## src/dcke_pkg.sv

```systemverilog
// ----------------------------------------------------------------------------
// dcke_pkg
// Shared types, constants and codes for the debounced chord key encoder.
// ----------------------------------------------------------------------------
`default_nettype none

package dcke_pkg;

   // Debounce counter width and the width used to compare against the
   // 8-bit qualify count.
   localparam int COUNT_WIDTH   = 8;
   localparam int QUALIFY_WIDTH = 8;
   localparam int CMP_WIDTH     = (COUNT_WIDTH > QUALIFY_WIDTH) ? COUNT_WIDTH : QUALIFY_WIDTH;

   // Key lines: A is the strobe, B..E carry chord weights.
   localparam int LINE_COUNT = 5;
   localparam int LINE_A     = 0;
   localparam int LINE_B     = 1;
   localparam int LINE_C     = 2;
   localparam int LINE_D     = 3;
   localparam int LINE_E     = 4;

   localparam int WEIGHT_WIDTH = 4;
   localparam int SUM_WIDTH    = 8;
   localparam int CODE_WIDTH   = 5;

   localparam logic [WEIGHT_WIDTH-1:0] LINE_WEIGHT [LINE_COUNT] = '{
      WEIGHT_WIDTH'(0), WEIGHT_WIDTH'(4), WEIGHT_WIDTH'(2),
      WEIGHT_WIDTH'(1), WEIGHT_WIDTH'(8)
   };

   localparam logic [SUM_WIDTH-1:0]     SUM_MAX       = '1;
   localparam logic [SUM_WIDTH-1:0]     CHORD_MAX     = SUM_WIDTH'(15);
   localparam logic [QUALIFY_WIDTH-1:0] QUALIFY_RESET = QUALIFY_WIDTH'(3);

   // Result codes
   localparam logic [CODE_WIDTH-1:0] CODE_NONE       = CODE_WIDTH'(0);
   localparam logic [CODE_WIDTH-1:0] CODE_UNDEFINED  = CODE_WIDTH'(16);
   localparam logic [CODE_WIDTH-1:0] CODE_READ_ERROR = CODE_WIDTH'(17);

   // Qualified edge reported by one lane for the current transfer
   typedef struct packed {
      logic press;
      logic release_q;
   } lane_event_type;

endpackage

`default_nettype wire

```

## src/debounced_chord_key_encoder.sv

```systemverilog
// ----------------------------------------------------------------------------
// debounced_chord_key_encoder
// Five-line debounced chord keypad encoder with a one-register qualify count.
// ----------------------------------------------------------------------------
// One sample is taken per clock while req_stall is low and each transfer gives
// exactly one result. The five key lines are debounced by five lanes side by
// side in the cycle of the transfer; a merge stage updates the chord sum and
// forms the code, which is written into a two-entry output buffer. The result
// is registered and reaches rsp_ from the output entry. req_stall rises only
// when both buffer entries hold results, so the block sustains one item per
// cycle whenever the result side does not stall. csr_wr_en/csr_wr_data write
// the qualify count (reset value 3); write it only while no item is in flight.
`default_nettype none

module debounced_chord_key_encoder (
   input  wire logic                                clock,
   input  wire logic                                reset,
   // configuration
   input  wire logic                                csr_wr_en,
   input  wire logic [dcke_pkg::QUALIFY_WIDTH-1:0]  csr_wr_data,
   // request channel
   input  wire logic                                req_valid,
   output logic                                     req_stall,
   input  wire logic                                req_key_a,
   input  wire logic                                req_key_b,
   input  wire logic                                req_key_c,
   input  wire logic                                req_key_d,
   input  wire logic                                req_key_e,
   input  wire logic                                req_read_fault,
   // response channel
   output logic                                     rsp_valid,
   input  wire logic                                rsp_stall,
   output logic [dcke_pkg::CODE_WIDTH-1:0]          rsp_chord_code
);

   logic [dcke_pkg::QUALIFY_WIDTH-1:0] qualify_ff;
   logic                               req_xfer, rsp_xfer, lane_enable;
   logic [dcke_pkg::LINE_COUNT-1:0]    levels;
   dcke_pkg::lane_event_type           lane_events [dcke_pkg::LINE_COUNT];
   logic [dcke_pkg::CODE_WIDTH-1:0]    new_code;

   logic                               out_valid_ff, out_valid_in;
   logic [dcke_pkg::CODE_WIDTH-1:0]    out_code_ff, out_code_in;
   logic                               skid_valid_ff, skid_valid_in;
   logic [dcke_pkg::CODE_WIDTH-1:0]    skid_code_ff, skid_code_in;

   // Configuration register
   always_ff @(posedge clock) begin
      if (reset)          qualify_ff <= dcke_pkg::QUALIFY_RESET;
      else if (csr_wr_en) qualify_ff <= csr_wr_data;
   end

   assign req_stall   = skid_valid_ff;
   assign req_xfer    = req_valid && !req_stall;
   assign rsp_xfer    = out_valid_ff && !rsp_stall;
   assign lane_enable = req_xfer && !req_read_fault;

   assign levels = {req_key_e, req_key_d, req_key_c, req_key_b, req_key_a};

   // Debounce lanes
   for (genvar g = 0; g < dcke_pkg::LINE_COUNT; g++) begin : g_lane
      dcke_lane u_lane (
         .clock         (clock),
         .reset         (reset),
         .enable        (lane_enable),
         .level         (levels[g]),
         .qualify_count (qualify_ff),
         .lane_event    (lane_events[g])
      );
   end

   // Merge stage
   dcke_merge u_merge (
      .clock       (clock),
      .reset       (reset),
      .enable      (lane_enable),
      .read_fault  (req_read_fault),
      .lane_events (lane_events),
      .chord_code  (new_code)
   );

   // Two-entry output buffer
   always_comb begin
      out_valid_in  = out_valid_ff;
      out_code_in   = out_code_ff;
      skid_valid_in = skid_valid_ff;
      skid_code_in  = skid_code_ff;
      if (rsp_xfer) begin
         out_valid_in  = skid_valid_ff;
         out_code_in   = skid_code_ff;
         skid_valid_in = 1'b0;
      end
      if (req_xfer) begin
         if (!out_valid_in) begin
            out_valid_in = 1'b1;
            out_code_in  = new_code;
         end else begin
            skid_valid_in = 1'b1;
            skid_code_in  = new_code;
         end
      end
   end

   always_ff @(posedge clock) begin
      if (reset) begin
         out_valid_ff  <= 1'b0;
         skid_valid_ff <= 1'b0;
      end else begin
         out_valid_ff  <= out_valid_in;
         skid_valid_ff <= skid_valid_in;
      end
   end

   always_ff @(posedge clock) begin
      out_code_ff  <= out_code_in;
      skid_code_ff <= skid_code_in;
   end

   assign rsp_valid      = out_valid_ff;
   assign rsp_chord_code = out_code_ff;

endmodule

`default_nettype wire

```

## src/dcke_lane.sv

```systemverilog
// ----------------------------------------------------------------------------
// dcke_lane
// Debounce core for one key line: saturating high and low counters and a
// status bit. Reports a qualified press or release for the current sample.
// ----------------------------------------------------------------------------
`default_nettype none

module dcke_lane (
   input  wire logic                                clock,
   input  wire logic                                reset,
   input  wire logic                                enable,
   input  wire logic                                level,
   input  wire logic [dcke_pkg::QUALIFY_WIDTH-1:0]  qualify_count,
   output dcke_pkg::lane_event_type                 lane_event
);

   localparam logic [dcke_pkg::COUNT_WIDTH-1:0] COUNT_MAX = '1;

   logic                              status_ff, status_in;
   logic [dcke_pkg::COUNT_WIDTH-1:0]  high_ff, high_in;
   logic [dcke_pkg::COUNT_WIDTH-1:0]  low_ff, low_in;
   logic                              high_ge, low_ge;

   // Compare counters against the qualify count at a common width
   assign high_ge = dcke_pkg::CMP_WIDTH'(high_ff) >= dcke_pkg::CMP_WIDTH'(qualify_count);
   assign low_ge  = dcke_pkg::CMP_WIDTH'(low_ff)  >= dcke_pkg::CMP_WIDTH'(qualify_count);

   // Qualified edges
   always_comb begin
      lane_event.press     = enable &&  level && !status_ff && high_ge;
      lane_event.release_q = enable && !level &&  status_ff && low_ge;
   end

   // Next state
   always_comb begin
      status_in = status_ff;
      high_in   = high_ff;
      low_in    = low_ff;
      if (lane_event.press) begin
         status_in = 1'b1;
         low_in    = '0;
      end else if (lane_event.release_q) begin
         status_in = 1'b0;
         high_in   = '0;
      end else if (enable && level) begin
         if (!high_ge && high_ff != COUNT_MAX) high_in = high_ff + 1'b1;
      end else if (enable) begin
         if (!low_ge && low_ff != COUNT_MAX) low_in = low_ff + 1'b1;
      end
   end

   always_ff @(posedge clock) begin
      if (reset) begin
         status_ff <= 1'b0;
         high_ff   <= '0;
         low_ff    <= '0;
      end else begin
         status_ff <= status_in;
         high_ff   <= high_in;
         low_ff    <= low_in;
      end
   end

endmodule

`default_nettype wire

```

## src/dcke_merge.sv

```systemverilog
// ----------------------------------------------------------------------------
// dcke_merge
// Combines the lane events: adds chord weights to the saturating sum, forms the
// code on a qualified strobe press or read fault; clears the sum on release.
// ----------------------------------------------------------------------------
`default_nettype none

module dcke_merge (
   input  wire logic                                clock,
   input  wire logic                                reset,
   input  wire logic                                enable,
   input  wire logic                                read_fault,
   input  wire dcke_pkg::lane_event_type            lane_events [dcke_pkg::LINE_COUNT],
   output logic [dcke_pkg::CODE_WIDTH-1:0]          chord_code
);

   logic [dcke_pkg::SUM_WIDTH-1:0] sum_ff, sum_in;
   logic [dcke_pkg::SUM_WIDTH-1:0] sum_added;
   logic [dcke_pkg::SUM_WIDTH:0]   sum_wide;
   logic [dcke_pkg::WEIGHT_WIDTH-1:0] weight_total;

   // Weights of the chord lines pressed this sample (distinct bits, OR is a sum)
   always_comb begin
      weight_total = '0;
      for (int i = dcke_pkg::LINE_B; i < dcke_pkg::LINE_COUNT; i++) begin
         if (lane_events[i].press) weight_total = weight_total | dcke_pkg::LINE_WEIGHT[i];
      end
   end

   // Saturating add; all weights are positive so one clamp suffices
   assign sum_wide  = {1'b0, sum_ff} + (dcke_pkg::SUM_WIDTH+1)'(weight_total);
   assign sum_added = sum_wide[dcke_pkg::SUM_WIDTH] ? dcke_pkg::SUM_MAX
                                                    : sum_wide[dcke_pkg::SUM_WIDTH-1:0];

   // Strobe handling
   always_comb begin
      sum_in     = sum_ff;
      chord_code = dcke_pkg::CODE_NONE;
      priority if (read_fault) begin
         chord_code = dcke_pkg::CODE_READ_ERROR;
      end else if (enable) begin
         sum_in = sum_added;
         if (lane_events[dcke_pkg::LINE_A].press) begin
            if (sum_added != '0 && sum_added <= dcke_pkg::CHORD_MAX)
               chord_code = dcke_pkg::CODE_WIDTH'(sum_added);
            else
               chord_code = dcke_pkg::CODE_UNDEFINED;
         end else if (lane_events[dcke_pkg::LINE_A].release_q) begin
            sum_in = '0;
         end
      end else begin
         sum_in = sum_ff;
      end
   end

   always_ff @(posedge clock) begin
      if (reset) sum_ff <= '0;
      else       sum_ff <= sum_in;
   end

endmodule

`default_nettype wire

```

## config.mk

```make
export PLATFORM = sky130hd
export DESIGN_NAME = debounced_chord_key_encoder
export DESIGN_NICKNAME = d
export VERILOG_FILES = /design/src/dcke_pkg.sv /design/src/debounced_chord_key_encoder.sv /design/src/dcke_lane.sv /design/src/dcke_merge.sv
export SDC_FILE = /design/constraint.sdc
export NUM_CORES = 1
export LEC_CHECK = 0
export ABC_AREA = 1
export BUFFER_PORTS_ARGS = -buffer_cell sky130_fd_sc_hd__buf_2
export CORE_ASPECT_RATIO = 1.75
export CORE_UTILIZATION = 52
export DETAILED_ROUTE_END_ITERATION = 8
export PLACE_DENSITY = 0.69
export SLEW_MARGIN = 20
export SYNTH_ARGS = -nofsm -noshare
export SYNTH_HDL_FRONTEND = slang
export SYNTH_SLANG_ARGS = --single-unit
```

## constraint.sdc

```tcl
create_clock -name clock -period 4.3 [get_ports clock]
set_input_delay 0.215 -clock clock [delete_from_list [all_inputs] [get_ports clock]]
set_output_delay 0.215 -clock clock [all_outputs]
set_load 0.03 [all_outputs]
```

==> metrics <==
Top Ports=26; die area=16,500 sq um; FILL cells=1,484; postcts setup bufs=0; detailed placer's ending HPWL=15.2 mm; cell row count=60; most frequent cells in the layout=288 x nand2_1, 123 x a21oi_1, 117 x inv_1; RSZ-0062 raised after global routing=no; pin count of the biggest net entering global routing=50; post-synthesis register bit count=113; first-pass GRT wire length=34.5 mm; hold crit path type=in2reg; XOR/XNOR Fraction of Synth Area=6.03%; Peak VDD IR=0.253 mV; CTS Sinks=113; Startpoint Class=flop; vias=7,710; layout cell share with drive strength beyond 1=10.8%; Max Fclk=0.283 GHz; initial antenna violation count=0; Hold-fix buffers, CTS=0; leading cell type in the layout, fill and taps excluded=nand2_1; Yosys cell types=47; H-tree depth=4; clock transition at the registers of the reported paths=0.06 ns; DRT iter0 DRCs=371; max-slew violations=0; final setup fails=0; Wirelength per Cell=14.7 microns; GP Congestion=0.879; remaining global-route overflow=0; Hold Violations, Final=0; Max Cap Violations=0; Critical Path Fanout Max=11; Clock Root Buffer=clkbuf_16; syn_nets=1,263; Primary FF master, synth=dfxtp_1; Hold Slack=0.0216 ns; Routed Antenna Nets=0; period utilisation layout=82.0%; Post-Synth Adder-Cell Area=14.4%; EDFF count, synth=5; Tmin final=3.53 ns; Area Growth Syn to Fin=10.6%; Crit path max-delay family=simple AND/OR/NAND/NOR gates; arrival time of the worst setup path=3.69 ns; largest stage delay on the critical path=0.42 ns; ant diodes=0; LEAKAGE=4.28 nW; synthesized area=8280 sq um; Max Root-Sink Buffers=2; Most common cell on crit path=nand2_1; synthesized area per cell=7.21 sq um; CP Cell Sequence=inv_1, ha_1, nand2_1, nand3_1, nand2_1, nand2_1, nand2_1, nand2_1, nand2_2, inv_1, ha_1, fa_1, nand3_1, nand2_1, nand2_1, nand3_1, nor2_1, nand3_1, nand2_1, nand2_1; Total GRT Usage=25.8%; Total Power=2.74 mW; clk_lat worst skew=0.42 ns; largest family of logic cells by synthesized area=simple AND/OR/NAND/NOR gates; CTS tree=built; Worst Clk Skew=0.00896 ns; Die H=169 microns; post-CTS sizing=0; Setup CP Type=reg2reg; outcome=finished, final reports clean; Nets=1,303; Buffers on Ports=25; Buf+Inv Stages, Crit Path=2; DR vias/cell=5.55; clock buffer count from CTS=17; Least-Margin Pin Slew=0.800 ns; setup TNS=0 ns; wirelength, routed=20.4 mm; Syn Inst Count=1,149; Slowest-stage cell, CP=fa_1; worst relative slew slack=46.6%; Simple-Gate Fraction of Synth Area=33.5%; Crit path required time=4.46 ns; die width=97.4 microns; First-pass DRT Iterations=7; cell area power density=299 nW/um^2; Seq/Total Area, Yosys=27.9%; async set-reset flop share out of synthesis=0%; Core Box Area=15,500 sq um; synth warn=0; complex-gate fraction of the synthesized area=10.8%; endpoint class of the critical path=flop; DRC violations left=0; vias in the first global route=7,454; post-synthesis mux area share=0.136%; Starting Density=53.6%
[worst reg2reg max path: cells and delay by family, from the launching register on]
kind	cells	cell delay (ns)
buffers and inverters	2	0.30
AND/OR/NAND/NOR	15	1.73
flip-flops	1	0.29
adder cells (fa/ha/maj)	3	0.95
[cell families (layout without fill, tap and decap cells)]
family	after synthesis	in the layout
and+or+nand+nor	580	580
xor gates and xnor gates	57	57
buffers and inverters	141	194
DFF	113	113
AOI/OAI and AO/OA	162	162
muxes	1	1
adders and majority gates	95	95
[sequential cells by signal, indices dropped and copies added, names as in the netlist]
signal,flops
g_lane.u_lane.high_ff,40
g_lane.u_lane.low_ff,40
g_lane.u_lane.status_ff,5
qualify_ff,8
req_stall,1
rsp_chord_code,5
rsp_valid,1
skid_code_ff,5
u_merge.sum_ff,8
[where the power goes]
| group | internal (mW) | switching (mW) |
|---|---|---|
| Clock | 0.765 | 0.544 |
| Combinational | 0.107 | 0.228 |
| Sequential | 1.08 | 0.0184 |
[Yosys cell counts, types with 6 or more instances]
cell type | number | share of area [%]
nand4_1 | 60 | 4.5
clkbuf_1 | 7 | 0.32
o21a_1 | 7 | 0.63
dfxtp_1 | 108 | 26
ha_1 | 94 | 14
nand3_1 | 59 | 3.6
nand2_2 | 17 | 1.3
nor3_1 | 11 | 0.66
nand3b_1 | 7 | 0.63
a21oi_1 | 123 | 7.4
nand2_1 | 288 | 13
nand3_4 | 6 | 1.3
nand2_4 | 7 | 0.95
o21ai_0 | 13 | 0.79
nor2_1 | 107 | 4.8
xor2_1 | 39 | 4.1
inv_1 | 117 | 5.3
xnor2_1 | 18 | 1.9
[metrics by stage]
step / std cells / worst slack, ns / util [%] / cell area, sq um
2_1_floorplan: 1149 / 1.06 / - / 8280
3_3_place_gp: 1356 / 0.922 / 55.7 / 8620
4_1_cts: 1388 / 0.802 / 59.2 / 9160
6_report: 1388 / 0.772 / 59.2 / 9160
3_5_place_dp: 1356 / 0.840 / 55.7 / 8620
5_1_grt: 1388 / 0.399 / 59.2 / 9160
[final timing paths]
check / cells past startpoint / from / slack [ns] / to
max: 20 / qualify_ff[1] / 0.77 / skid_code_ff[4]
min reg2reg: 2 / u_merge.sum_ff[3] / 0.47 / u_merge.sum_ff[3]
min: 3 / csr_wr_data[1] / 0.02 / qualify_ff[1]
max reg2reg: 20 / qualify_ff[1] / 0.77 / skid_code_ff[4]
[layout make-up]
type | count | area, sq um | area share, %
Timing Repair Buffer | 38 | 223 | 2.43
Multi-Input combinational cell | 895 | 5370 | 58.7
Tap cell | 186 | 233 | 2.54
Inverter | 124 | 475 | 5.19
Clock inverter | 12 | 85.1 | 0.929
Clock buffer | 20 | 457 | 4.99
Sequential cell | 113 | 2310 | 25.2
[layer usage]
metal  track usage (%)  vias up  wire (microns)
li1                  -     3924               -
met1              27.2     3566            7980
met2              48.5      171           10900
met3              3.88       49             655
met4              13.4        0             816
met5                 0        -               0
Note: power is estimated with default switching activity, not from simulation.
